$ cat src/rtl/core/adcdll_pkg.sv
// ----------------------------------------------------------------------------
// adcdll_pkg
// Shared types and constants of the audio device clock delay-locked loop.
// ----------------------------------------------------------------------------
package adcdll_pkg;

  localparam int unsigned MAX_PERIOD_FRAMES = 8192;
  localparam logic [13:0] MAX_PERIOD       = 14'(MAX_PERIOD_FRAMES);
  localparam int unsigned STOP_SECONDS     = 30;

  localparam logic [63:0] NS_Q16_PER_S  = 64'd65536000000000;
  localparam logic [63:0] TWO_PI_BW_E15 = 64'd314159265358979;
  localparam logic [63:0] SQRT2_E15     = 64'd1414213562373095;
  localparam logic [63:0] E15           = 64'd1000000000000000;
  localparam logic [63:0] NS_PER_S      = 64'd1000000000;
  localparam logic [63:0] ERR_LIMIT_NS  = 64'd200000000;
  localparam logic [47:0] MASK48        = 48'hFFFF_FFFF_FFFF;

  localparam logic [17:0] RATE_RESET = 18'd48000;

  localparam logic [1:0] MODE_SETUP      = 2'd0;
  localparam logic [1:0] MODE_RUN        = 2'd1;
  localparam logic [1:0] MODE_KEEP_ALIVE = 2'd2;
  localparam logic [1:0] MODE_NO_BUFFER  = 2'd3;

  localparam logic CFG_SAMPLE_RATE  = 1'b0;
  localparam logic CFG_TARGET_START = 1'b1;

  typedef struct packed {
    logic [62:0]        now_ns;
    logic [13:0]        period_frames;
    logic signed [31:0] buffer_fill;
    logic [1:0]         stream_mode;
  } in_t;

  typedef struct packed {
    logic [13:0]        frames_read;
    logic signed [31:0] slew_frames;
    logic [62:0]        next_time_ns;
    logic signed [63:0] next_position;
    logic [13:0]        tick_period_frames;
    logic [1:0]         mode_after;
    logic               stop_request;
  } out_t;

endpackage

$ cat src/rtl/core/adcdll_mul.sv
// ----------------------------------------------------------------------------
// adcdll_mul
// Bit-serial 64 x 64 multiplier, one multiplier bit per cycle, 128-bit product.
// ----------------------------------------------------------------------------
module adcdll_mul (
  input  logic          clk,
  input  logic          rst_n,
  input  logic          start,
  input  logic [63:0]   a,
  input  logic [63:0]   b,
  output logic          done,
  output logic [127:0]  p
);

  logic [127:0] p_r;
  logic [63:0]  b_r;
  logic [5:0]   cnt_r;
  logic         busy_r;
  logic         done_r;
  logic [64:0]  sum;

  assign sum = {1'b0, p_r[127:64]} + (b_r[0] ? {1'b0, a} : 65'd0);

  always_ff @(posedge clk) begin
    if (!rst_n) begin
      busy_r <= 1'b0;
      done_r <= 1'b0;
      cnt_r  <= '0;
    end else begin
      done_r <= 1'b0;
      if (start) begin
        b_r    <= b;
        p_r    <= '0;
        cnt_r  <= 6'd63;
        busy_r <= 1'b1;
      end else if (busy_r) begin
        p_r   <= {sum, p_r[63:1]};
        b_r   <= {1'b0, b_r[63:1]};
        cnt_r <= cnt_r - 6'd1;
        if (cnt_r == 6'd0) begin
          busy_r <= 1'b0;
          done_r <= 1'b1;
        end
      end
    end
  end

  assign done = done_r;
  assign p    = p_r;

endmodule

$ cat src/rtl/core/adcdll_div.sv
// ----------------------------------------------------------------------------
// adcdll_div
// Restoring divider: round({hi,lo} / d) to nearest, one quotient bit per
// cycle; a quotient of 2^64 or more gives all ones.
// ----------------------------------------------------------------------------
module adcdll_div (
  input  logic         clk,
  input  logic         rst_n,
  input  logic         start,
  input  logic [63:0]  hi,
  input  logic [63:0]  lo,
  input  logic [63:0]  d,
  output logic         done,
  output logic [63:0]  q
);

  typedef enum logic [1:0] {D_IDLE, D_ROUND, D_CHECK, D_ITER} dstate_t;

  dstate_t     state_r;
  logic [63:0] hi_r;
  logic [63:0] lo_r;
  logic [5:0]  cnt_r;
  logic        sat_r;
  logic        done_r;
  logic [64:0] lo_sum;
  logic [64:0] r65;
  logic        ge;
  logic [64:0] r_sub;

  assign lo_sum = {1'b0, lo_r} + {2'b0, d[63:1]};
  assign r65    = {hi_r, lo_r[63]};
  assign ge     = r65 >= {1'b0, d};
  assign r_sub  = r65 - {1'b0, d};

  always_ff @(posedge clk) begin
    if (!rst_n) begin
      state_r <= D_IDLE;
      done_r  <= 1'b0;
      sat_r   <= 1'b0;
      cnt_r   <= '0;
    end else begin
      done_r <= 1'b0;
      case (state_r)
        D_IDLE: begin
          if (start) begin
            hi_r    <= hi;
            lo_r    <= lo;
            sat_r   <= 1'b0;
            state_r <= D_ROUND;
          end
        end
        D_ROUND: begin
          lo_r    <= lo_sum[63:0];
          hi_r    <= hi_r + {63'd0, lo_sum[64]};
          state_r <= D_CHECK;
        end
        D_CHECK: begin
          if (hi_r >= d) begin
            sat_r   <= 1'b1;
            done_r  <= 1'b1;
            state_r <= D_IDLE;
          end else begin
            cnt_r   <= 6'd63;
            state_r <= D_ITER;
          end
        end
        D_ITER: begin
          hi_r  <= ge ? r_sub[63:0] : r65[63:0];
          lo_r  <= {lo_r[62:0], ge};
          cnt_r <= cnt_r - 6'd1;
          if (cnt_r == 6'd0) begin
            done_r  <= 1'b1;
            state_r <= D_IDLE;
          end
        end
        default: state_r <= D_IDLE;
      endcase
    end
  end

  assign done = done_r;
  assign q    = sat_r ? 64'hFFFF_FFFF_FFFF_FFFF : lo_r;

endmodule

$ cat src/rtl/core/audio_device_clock_dll.sv
// ----------------------------------------------------------------------------
// audio_device_clock_dll
// Second-order delay-locked loop tracking an audio device clock from its
// pull requests, with a shared bit-serial multiplier and divider.
// ----------------------------------------------------------------------------
//  channel  ports                              beat
//  in       in_valid / in_stall / in_data      one device pull
//  out      out_valid / out_stall / out_data   one loop update
//  cfg      cfg_wr_en / cfg_index / cfg_wdata  one register write
//
//  A pull with zero period or no buffer skips the arithmetic; tracking takes
//  two products, a slew on a large error a product, a quotient and a new
//  period, and a period change a new period and the loop coefficients. All
//  run on the serial multiplier and divider, one pull at a time.
//  Reset is synchronous: loop state clears, sample rate returns to 48000.
//  A stalled result holds in the output register; the next pull is taken
//  while it waits, and its result waits at the end of the sequence.
// ----------------------------------------------------------------------------
module audio_device_clock_dll (
  input  logic              clk,
  input  logic              rst_n,
  input  logic              cfg_wr_en,
  input  logic              cfg_index,
  input  logic [17:0]       cfg_wdata,
  input  logic              in_valid,
  output logic              in_stall,
  input  adcdll_pkg::in_t   in_data,
  output logic              out_valid,
  input  logic              out_stall,
  output adcdll_pkg::out_t  out_data
);
  import adcdll_pkg::*;

  typedef enum logic [4:0] {
    S_IDLE, S_START, S_NP_MUL, S_NP_DIV, S_NP_END, S_A_MUL, S_A_DIV, S_OM_DIV,
    S_B_MUL, S_B_DIV, S_C_MUL, S_ERR, S_M_MUL, S_M_DIV, S_SLEW, S_BT_MUL,
    S_CT_MUL, S_TRACK, S_TAIL, S_DONE
  } state_t;

  state_t             state_r;
  logic [17:0]        rate_r;
  logic [15:0]        target_r;
  logic [13:0]        last_period_r;
  logic [47:0]        period_est_r;
  logic [63:0]        wake_r;
  logic [63:0]        pos_r;
  logic [31:0]        coef_b_r;
  logic [31:0]        coef_c_r;
  logic [62:0]        now_r;
  logic [13:0]        f_r;
  logic signed [35:0] count_r;
  logic [1:0]         mode_r;
  logic [1:0]         mode_after_r;
  logic signed [34:0] slew_r;
  logic               neg_r;
  logic [63:0]        mag_r;
  logic [63:0]        omega_r;
  logic [45:0]        bt_r;
  logic [45:0]        ct_r;
  logic               np_slew_r;
  logic [13:0]        frames_res_r;
  logic signed [31:0] slew_out_r;
  logic               stop_r;
  logic               out_valid_r;
  out_t               out_data_r;

  logic               mul_start_r;
  logic [63:0]        mul_a_r;
  logic [63:0]        mul_b_r;
  logic               div_start_r;
  logic [63:0]        div_hi_r;
  logic [63:0]        div_lo_r;
  logic [63:0]        div_d_r;
  logic               mul_done;
  logic [127:0]       mul_p;
  logic               div_done;
  logic [63:0]        div_q;

  logic               accept;
  logic [13:0]        f_in;
  logic [17:0]        rate_eff;
  logic signed [35:0] offset;
  logic [47:0]        pn_sat;
  logic               wake_keep;
  logic [47:0]        r16_src;
  logic [48:0]        r16_sum;
  logic [63:0]        wake_base;
  logic [63:0]        wake_np;
  logic [63:0]        d_err;
  logic [63:0]        mag;
  logic signed [31:0] s2;
  logic [61:0]        p_sum;
  logic [45:0]        p_rnd;
  logic signed [49:0] pe50;
  logic signed [49:0] bt50;
  logic signed [49:0] ct50;
  logic signed [49:0] step50;
  logic signed [49:0] pnt50;
  logic [49:0]        step_mag;
  logic [49:0]        step_sum;
  logic [63:0]        step_ns;
  logic [47:0]        pn_track;
  logic [31:0]        coef_b_sat;
  logic [33:0]        c_rnd;
  logic [31:0]        coef_c_sat;
  logic signed [35:0] count_tail;
  logic [22:0]        stop_thr;
  logic signed [35:0] stop_sum;
  logic               stop_hit;
  logic               slew_fits;
  logic signed [31:0] slew_sat;

  adcdll_mul u_mul (
    .clk   (clk),
    .rst_n (rst_n),
    .start (mul_start_r),
    .a     (mul_a_r),
    .b     (mul_b_r),
    .done  (mul_done),
    .p     (mul_p)
  );

  adcdll_div u_div (
    .clk   (clk),
    .rst_n (rst_n),
    .start (div_start_r),
    .hi    (div_hi_r),
    .lo    (div_lo_r),
    .d     (div_d_r),
    .done  (div_done),
    .q     (div_q)
  );

  assign in_stall = (state_r != S_IDLE);
  assign accept   = in_valid && !in_stall;
  assign f_in     = (in_data.period_frames > MAX_PERIOD) ? MAX_PERIOD
                                                         : in_data.period_frames;
  assign rate_eff = (rate_r == 18'd0) ? 18'd1 : rate_r;
  assign offset   = count_r - $signed({20'd0, target_r});

  assign pn_sat    = (div_q[63:48] != 16'd0) ? MASK48 : div_q[47:0];
  assign wake_keep = !np_slew_r && (last_period_r != 14'd0);
  assign r16_src   = wake_keep ? period_est_r : pn_sat;
  assign r16_sum   = {1'b0, r16_src} + 49'd32768;
  assign wake_base = wake_keep ? wake_r : {1'b0, now_r};
  assign wake_np   = wake_base + {31'd0, r16_sum[48:16]};

  assign d_err = {1'b0, now_r} - wake_r;
  assign mag   = d_err[63] ? (~d_err + 64'd1) : d_err;

  always_comb begin
    if (neg_r) begin
      s2 = (div_q[63:31] != 33'd0) ? 32'sh8000_0000
                                   : -$signed({1'b0, div_q[30:0]});
    end else begin
      s2 = (div_q[63:31] != 33'd0) ? 32'sh7FFF_FFFF
                                   : $signed({1'b0, div_q[30:0]});
    end
  end

  assign p_sum = {1'b0, mul_p[60:0]} + 62'd32768;
  assign p_rnd = p_sum[61:16];

  assign pe50     = $signed({2'b0, period_est_r});
  assign bt50     = $signed({4'b0, bt_r});
  assign ct50     = $signed({4'b0, ct_r});
  assign step50   = neg_r ? (pe50 - bt50) : (pe50 + bt50);
  assign pnt50    = neg_r ? (pe50 - ct50) : (pe50 + ct50);
  assign step_mag = step50[49] ? $unsigned(-step50) : $unsigned(step50);
  assign step_sum = {1'b0, step_mag[48:0]} + 50'd32768;
  assign step_ns  = step50[49] ? (64'd0 - {30'd0, step_sum[49:16]})
                               : {30'd0, step_sum[49:16]};
  assign pn_track = pnt50[49] ? 48'd0 : (pnt50[48] ? MASK48 : pnt50[47:0]);

  assign coef_b_sat = (div_q[63:32] != 32'd0) ? 32'hFFFF_FFFF : div_q[31:0];
  assign c_rnd      = {1'b0, mul_p[63:31]} + 34'd1;
  assign coef_c_sat = ((mul_p[127:64] != 64'd0) || c_rnd[33]) ? 32'hFFFF_FFFF
                                                              : c_rnd[32:1];

  assign count_tail = count_r - $signed({22'd0, f_r});
  assign stop_thr   = 23'(rate_eff) * 23'(STOP_SECONDS);
  assign stop_sum   = count_tail + $signed({13'd0, stop_thr});
  assign stop_hit   = (mode_r == MODE_KEEP_ALIVE) && (stop_sum[35] || stop_sum == 36'sd0);
  assign slew_fits  = (slew_r[34:31] == 4'h0) || (slew_r[34:31] == 4'hF);
  assign slew_sat   = slew_fits ? slew_r[31:0]
                                : (slew_r[34] ? 32'sh8000_0000 : 32'sh7FFF_FFFF);

  always_ff @(posedge clk) begin
    if (!rst_n) begin
      state_r       <= S_IDLE;
      rate_r        <= RATE_RESET;
      target_r      <= '0;
      last_period_r <= '0;
      period_est_r  <= '0;
      wake_r        <= '0;
      pos_r         <= '0;
      coef_b_r      <= '0;
      coef_c_r      <= '0;
      out_valid_r   <= 1'b0;
      mul_start_r   <= 1'b0;
      div_start_r   <= 1'b0;
      np_slew_r     <= 1'b0;
    end else begin
      mul_start_r <= 1'b0;
      div_start_r <= 1'b0;
      if (out_valid_r && !out_stall) begin
        out_valid_r <= 1'b0;
      end
      if (cfg_wr_en) begin
        case (cfg_index)
          CFG_SAMPLE_RATE:  rate_r   <= cfg_wdata;
          CFG_TARGET_START: target_r <= cfg_wdata[15:0];
          default:          rate_r   <= rate_r;
        endcase
      end

      case (state_r)
        S_IDLE: begin
          if (accept) begin
            now_r        <= in_data.now_ns;
            f_r          <= f_in;
            count_r      <= {{4{in_data.buffer_fill[31]}}, in_data.buffer_fill};
            mode_r       <= in_data.stream_mode;
            mode_after_r <= (in_data.stream_mode == MODE_SETUP && f_in != 14'd0)
                            ? MODE_RUN : in_data.stream_mode;
            slew_r       <= '0;
            slew_out_r   <= '0;
            frames_res_r <= '0;
            stop_r       <= 1'b0;
            state_r      <= S_START;
          end
        end
        S_START: begin
          if (f_r == 14'd0 || mode_r == MODE_NO_BUFFER) begin
            state_r <= S_DONE;
          end else begin
            if (mode_r == MODE_SETUP && offset < 0) begin
              pos_r   <= pos_r + {{28{offset[35]}}, offset};
              count_r <= $signed({20'd0, target_r});
              slew_r  <= offset[34:0];
            end
            if (f_r != last_period_r) begin
              mul_a_r     <= NS_Q16_PER_S;
              mul_b_r     <= {50'd0, f_r};
              mul_start_r <= 1'b1;
              np_slew_r   <= 1'b0;
              state_r     <= S_NP_MUL;
            end else begin
              state_r <= S_ERR;
            end
          end
        end
        S_NP_MUL: begin
          if (mul_done) begin
            div_hi_r    <= mul_p[127:64];
            div_lo_r    <= mul_p[63:0];
            div_d_r     <= {46'd0, rate_eff};
            div_start_r <= 1'b1;
            state_r     <= S_NP_DIV;
          end
        end
        S_NP_DIV: begin
          if (div_done) begin
            state_r <= S_NP_END;
          end
        end
        S_NP_END: begin
          wake_r       <= wake_np;
          period_est_r <= pn_sat;
          pos_r        <= pos_r + {50'd0, f_r};
          if (np_slew_r) begin
            state_r <= S_TAIL;
          end else begin
            last_period_r <= f_r;
            mul_a_r       <= TWO_PI_BW_E15;
            mul_b_r       <= {18'd0, f_r, 32'd0};
            mul_start_r   <= 1'b1;
            state_r       <= S_A_MUL;
          end
        end
        S_A_MUL: begin
          if (mul_done) begin
            div_hi_r    <= mul_p[127:64];
            div_lo_r    <= mul_p[63:0];
            div_d_r     <= E15;
            div_start_r <= 1'b1;
            state_r     <= S_A_DIV;
          end
        end
        S_A_DIV: begin
          if (div_done) begin
            div_hi_r    <= '0;
            div_lo_r    <= div_q;
            div_d_r     <= {46'd0, rate_eff};
            div_start_r <= 1'b1;
            state_r     <= S_OM_DIV;
          end
        end
        S_OM_DIV: begin
          if (div_done) begin
            omega_r     <= div_q;
            mul_a_r     <= div_q;
            mul_b_r     <= SQRT2_E15;
            mul_start_r <= 1'b1;
            state_r     <= S_B_MUL;
          end
        end
        S_B_MUL: begin
          if (mul_done) begin
            div_hi_r    <= mul_p[127:64];
            div_lo_r    <= mul_p[63:0];
            div_d_r     <= E15;
            div_start_r <= 1'b1;
            state_r     <= S_B_DIV;
          end
        end
        S_B_DIV: begin
          if (div_done) begin
            coef_b_r    <= coef_b_sat;
            mul_a_r     <= omega_r;
            mul_b_r     <= omega_r;
            mul_start_r <= 1'b1;
            state_r     <= S_C_MUL;
          end
        end
        S_C_MUL: begin
          if (mul_done) begin
            coef_c_r <= coef_c_sat;
            state_r  <= S_TAIL;
          end
        end
        S_ERR: begin
          mag_r       <= mag;
          neg_r       <= d_err[63];
          mul_start_r <= 1'b1;
          if (mag >= ERR_LIMIT_NS) begin
            mul_a_r <= mag;
            mul_b_r <= {46'd0, rate_eff};
            state_r <= S_M_MUL;
          end else begin
            mul_a_r <= {32'd0, coef_b_r};
            mul_b_r <= mag;
            state_r <= S_BT_MUL;
          end
        end
        S_M_MUL: begin
          if (mul_done) begin
            div_hi_r    <= mul_p[127:64];
            div_lo_r    <= mul_p[63:0];
            div_d_r     <= NS_PER_S;
            div_start_r <= 1'b1;
            state_r     <= S_M_DIV;
          end
        end
        S_M_DIV: begin
          if (div_done) begin
            state_r <= S_SLEW;
          end
        end
        S_SLEW: begin
          count_r     <= count_r - {{4{s2[31]}}, s2};
          slew_r      <= slew_r + {{3{s2[31]}}, s2};
          pos_r       <= pos_r + {{32{s2[31]}}, s2};
          mul_a_r     <= NS_Q16_PER_S;
          mul_b_r     <= {50'd0, f_r};
          mul_start_r <= 1'b1;
          np_slew_r   <= 1'b1;
          state_r     <= S_NP_MUL;
        end
        S_BT_MUL: begin
          if (mul_done) begin
            bt_r        <= p_rnd;
            mul_a_r     <= {32'd0, coef_c_r};
            mul_b_r     <= mag_r;
            mul_start_r <= 1'b1;
            state_r     <= S_CT_MUL;
          end
        end
        S_CT_MUL: begin
          if (mul_done) begin
            ct_r    <= p_rnd;
            state_r <= S_TRACK;
          end
        end
        S_TRACK: begin
          wake_r       <= wake_r + step_ns;
          period_est_r <= pn_track;
          pos_r        <= pos_r + {50'd0, f_r};
          state_r      <= S_TAIL;
        end
        S_TAIL: begin
          count_r      <= count_tail;
          frames_res_r <= f_r;
          slew_out_r   <= slew_sat;
          stop_r       <= stop_hit;
          state_r      <= S_DONE;
        end
        S_DONE: begin
          if (!out_valid_r || !out_stall) begin
            out_data_r.frames_read        <= frames_res_r;
            out_data_r.slew_frames        <= slew_out_r;
            out_data_r.next_time_ns       <= wake_r[62:0];
            out_data_r.next_position      <= pos_r;
            out_data_r.tick_period_frames <= last_period_r;
            out_data_r.mode_after         <= mode_after_r;
            out_data_r.stop_request       <= stop_r;
            out_valid_r                   <= 1'b1;
            state_r                       <= S_IDLE;
          end
        end
        default: state_r <= S_IDLE;
      endcase
    end
  end

  assign out_valid = out_valid_r;
  assign out_data  = out_data_r;

endmodule
$ cat config.mk
export PLATFORM = sky130hd
export DESIGN_NAME = audio_device_clock_dll
export DESIGN_NICKNAME = d
export VERILOG_FILES = /design/src/rtl/core/adcdll_pkg.sv /design/src/rtl/core/adcdll_mul.sv /design/src/rtl/core/adcdll_div.sv /design/src/rtl/core/audio_device_clock_dll.sv
export SDC_FILE = /design/constraint.sdc
export NUM_CORES = 2
export LEC_CHECK = 0
export BUFFER_PORTS_ARGS = -buffer_cell sky130_fd_sc_hd__buf_4
export CORE_ASPECT_RATIO = 0.75
export CORE_MARGIN = 2
export CORE_UTILIZATION = 42
export CTS_CLUSTER_DIAMETER = 60
export DETAILED_ROUTE_END_ITERATION = 7
export GPL_ROUTABILITY_DRIVEN = 0
export MAX_ROUTING_LAYER = met4
export PLACE_DENSITY = 0.64
export SLEW_MARGIN = 40
export SYNTH_ARGS = -nofsm -noshare
export SYNTH_HDL_FRONTEND = slang
export SYNTH_SLANG_ARGS = --single-unit
$ cat constraint.sdc
create_clock -name clk -period 34.6 [get_ports clk]
set_clock_uncertainty 0.2 [all_clocks]
set_input_delay 5.19 -clock clk [delete_from_list [all_inputs] [get_ports clk]]
set_output_delay 5.19 -clock clk [all_outputs]
set_load 0.1 [all_outputs]
==> metrics.cfg <==
[run_status]
status=complete, no violations

[clock_network]
ctsResizeCount=0
postCtsHoldBufs=0
cts_buffer_depth=4
cts-root-buf=clkbuf_16
postCtsSetupRepairBufs=0
clkLatencyLatePin_ps=870
htree_levels=4
cts.clk_slew.worst_paths_ps=60
cts_tree=yes
cts_buffers=170
cts.sinks=1522

[logic_synthesis]
synth_edf_count=1207
ys_async_sr_fraction_pct=0
synth_ff_type=edfxtp_1
avgSynthCellArea_sq_um=9.040
synth.distinct_cells=116
ys_ff_latch=1522
syn-num-nets=12940
synth_area_sq_um=108600
ys_seq_area_share_pct=39.19
synthCells=12010
ys_warn_count=0

[timing]
setup_viol=0
slew_headroom_pct=31.15
min_period_ps=12560
rsz0062_at_grt=false
clock.fmax_ghz=0.07962
hold_violations=0
slew_violations=0
worst_slew_pin_slew_ps=1025
setup_tns_ps=0
setup_ws_ps=22040
min_period_over_period_pct=36.30

[global_route]
overflow=0
antenna_found_initial=32
grt_max_degree=144
grt_pass1_wl_microns=572900
grt_pass1_vias=89890
gr-usage-all-layers_pct=29.12

[detailed_routing]
drt_iter0_drc=15080
drc=0
totalWireLength_microns=386200
vias=98150
wl_per_cell_microns=24.67
drtPass1Iterations=8
vias_per_cell=6.268
ant_nets=0

[pwr]
p_total_mw=9.204
ir_drop_uv=81.63
leakagePower_nw=46.31
p_per_area_nw_per_um2=76.38

[placed_design]
dpl.hpwl_microns=290800
pre_cts_slack_ps=22520
numPortBuffers=326

[floorplanning]
initial_core_util_pct=42.27
fp-row-count=161
die_w_microns=591.1
coreArea_sq_um=256800
die_h_microns=444.3
die_area_sq_um=262600
ios=327

[setup_path]
critPathKind=reg -> reg
crit_arrival_ps=13130
critPathLaunchType=flop
cp.required_ps=35170
critPathTopFamily=compound AO/OA/AOI/OAI gates
cp_max_fo=62
endpoint_kind=flop
cpMaxStageDelayCell=ha_1
critPathMaxStageDelay_ps=680
path_buf_inv=2

[finish]
final_common_cell=edfxtp_1
final_util_pct=46.92
drive_gt1_share_pct=8.643
mostFrequentLayoutCells=edfxtp_1, a21oi_1, nor2_1, nand2_1, ha_1
layout.nets=13000
nFillCells=24070
syn_to_final_growth_pct=11.00

[flow_run]
drv_cap=0

[hold_path]
min_path_type=reg -> reg

power breakdown:
group	internal, mW	leakage (nW)	switching [mW]
clock	1.02	2.61	0.805
sequential	2.31	13.6	0.238
combinational	1.71	30.1	3.13
cells by family (layout without fill, tap and decap cells):
group | Yosys count | in the layout | synth area share [%]
multiplexers | 189 | 189 | 1.869
AND/OR/NAND/NOR | 3821 | 3821 | 16.96
other | 0 | 29 | 0
adder cells (fa/ha/maj) | 791 | 791 | 9.441
flip-flops | 1522 | 1522 | 39.19
XOR/XNOR | 908 | 908 | 7.364
AO/OA/AOI/OAI | 3497 | 3497 | 20.69
buffers and inverters | 1282 | 1478 | 4.481
sequential cells by signal, indices dropped and copies added (netlist names), 35 cells and up:
| name | flops |
|---|---|
| u_div.lo_r | 64 |
| period_est_r | 48 |
| ct_r | 46 |
| now_r | 63 |
| count_r | 36 |
| mul_b_r | 64 |
| mag_r | 64 |
| omega_r | 64 |
| pos_r | 64 |
| out_data | 190 |
| wake_r | 64 |
| u_mul.b_r | 64 |
| div_lo_r | 64 |
| bt_r | 46 |
| slew_r | 35 |
| div_hi_r | 64 |
| u_div.hi_r | 64 |
| u_mul.p | 128 |
| mul_a_r | 64 |
worst paths after layout:
| path | cells after the start | slack [ps] | end | from |
|---|---|---|---|---|
| hold reg to reg | 0 | 220 | out_data[155] | slew_out_r[11] |
| setup reg to reg | 45 | 22040 | wake_r[62] | bt_r[14] |
| setup / recovery | 45 | 22040 | wake_r[62] | bt_r[14] |
| hold / removal | 0 | 220 | out_data[155] | slew_out_r[11] |
cells in the mapped netlist (all sizes together), types with 50 or more instances:
master,count,area (sq um)
xnor2,588,5157
mux2i,82,824.5
nor4,124,822.0
o211ai,119,898.4
a21o,285,2140
and2,197,1235
clkbuf,492,1848
nand4,123,769.5
a21boi,54,409.1
nor2,1062,3989
nand2b,125,782.0
a21oi,1066,5343
buf,86,374.1
xor2,318,2793
nor2b,206,1289
nor3,235,1202
or2,59,369.1
o221ai,85,744.5
nand2,1047,3930
a211oi,163,1234
dfxtp,315,6306
or3,104,650.6
ha,744,9309
o21bai,96,724.4
edfxtp,1207,36240
mux2,107,1205
and3,107,669.4
or4,50,382.9
inv,700,2628
o31ai,98,754.5
o22ai,157,982.2
o21a,82,615.6
a31oi,160,1026
nand3,271,1356
o21ai,663,3318
per-layer routing:
metal	wire, microns	vias up	GRT usage (%)
li1	-	44220	-
met1	167900	46940	42.45
met2	152600	6161	39.37
met3	51450	827	6.601
met4	14280	0	9.314
met5	0	-	-
final cells by class:
class	count	area (sq um)	area share, %
Multi-Input combinational cell	9206	61810	51.29
Clock inverter	88	803.3	0.6666
Timing Repair Buffer	471	3729	3.094
Sequential cell	1522	42560	35.32
Tap cell	3423	4283	3.554
Inverter	704	2650	2.199
Clock buffer	215	4597	3.815
Antenna cell	29	72.57	0.06022
per-stage QoR:
| step | area (sq um) | hold slack [ps] | cells |
|---|---|---|---|
| finish | 120500 | 220.5 | 15660 |
| CTS | 120200 | 220.2 | 15630 |
| floorplan | 108600 | 200.3 | 12010 |
| global placement | 114400 | 205.5 | 15310 |
| detailed placement | 114800 | 205.4 | 15320 |
| global route | 120500 | 223.5 | 15660 |
No activity file was read; power rests on OpenSTA's default activity.
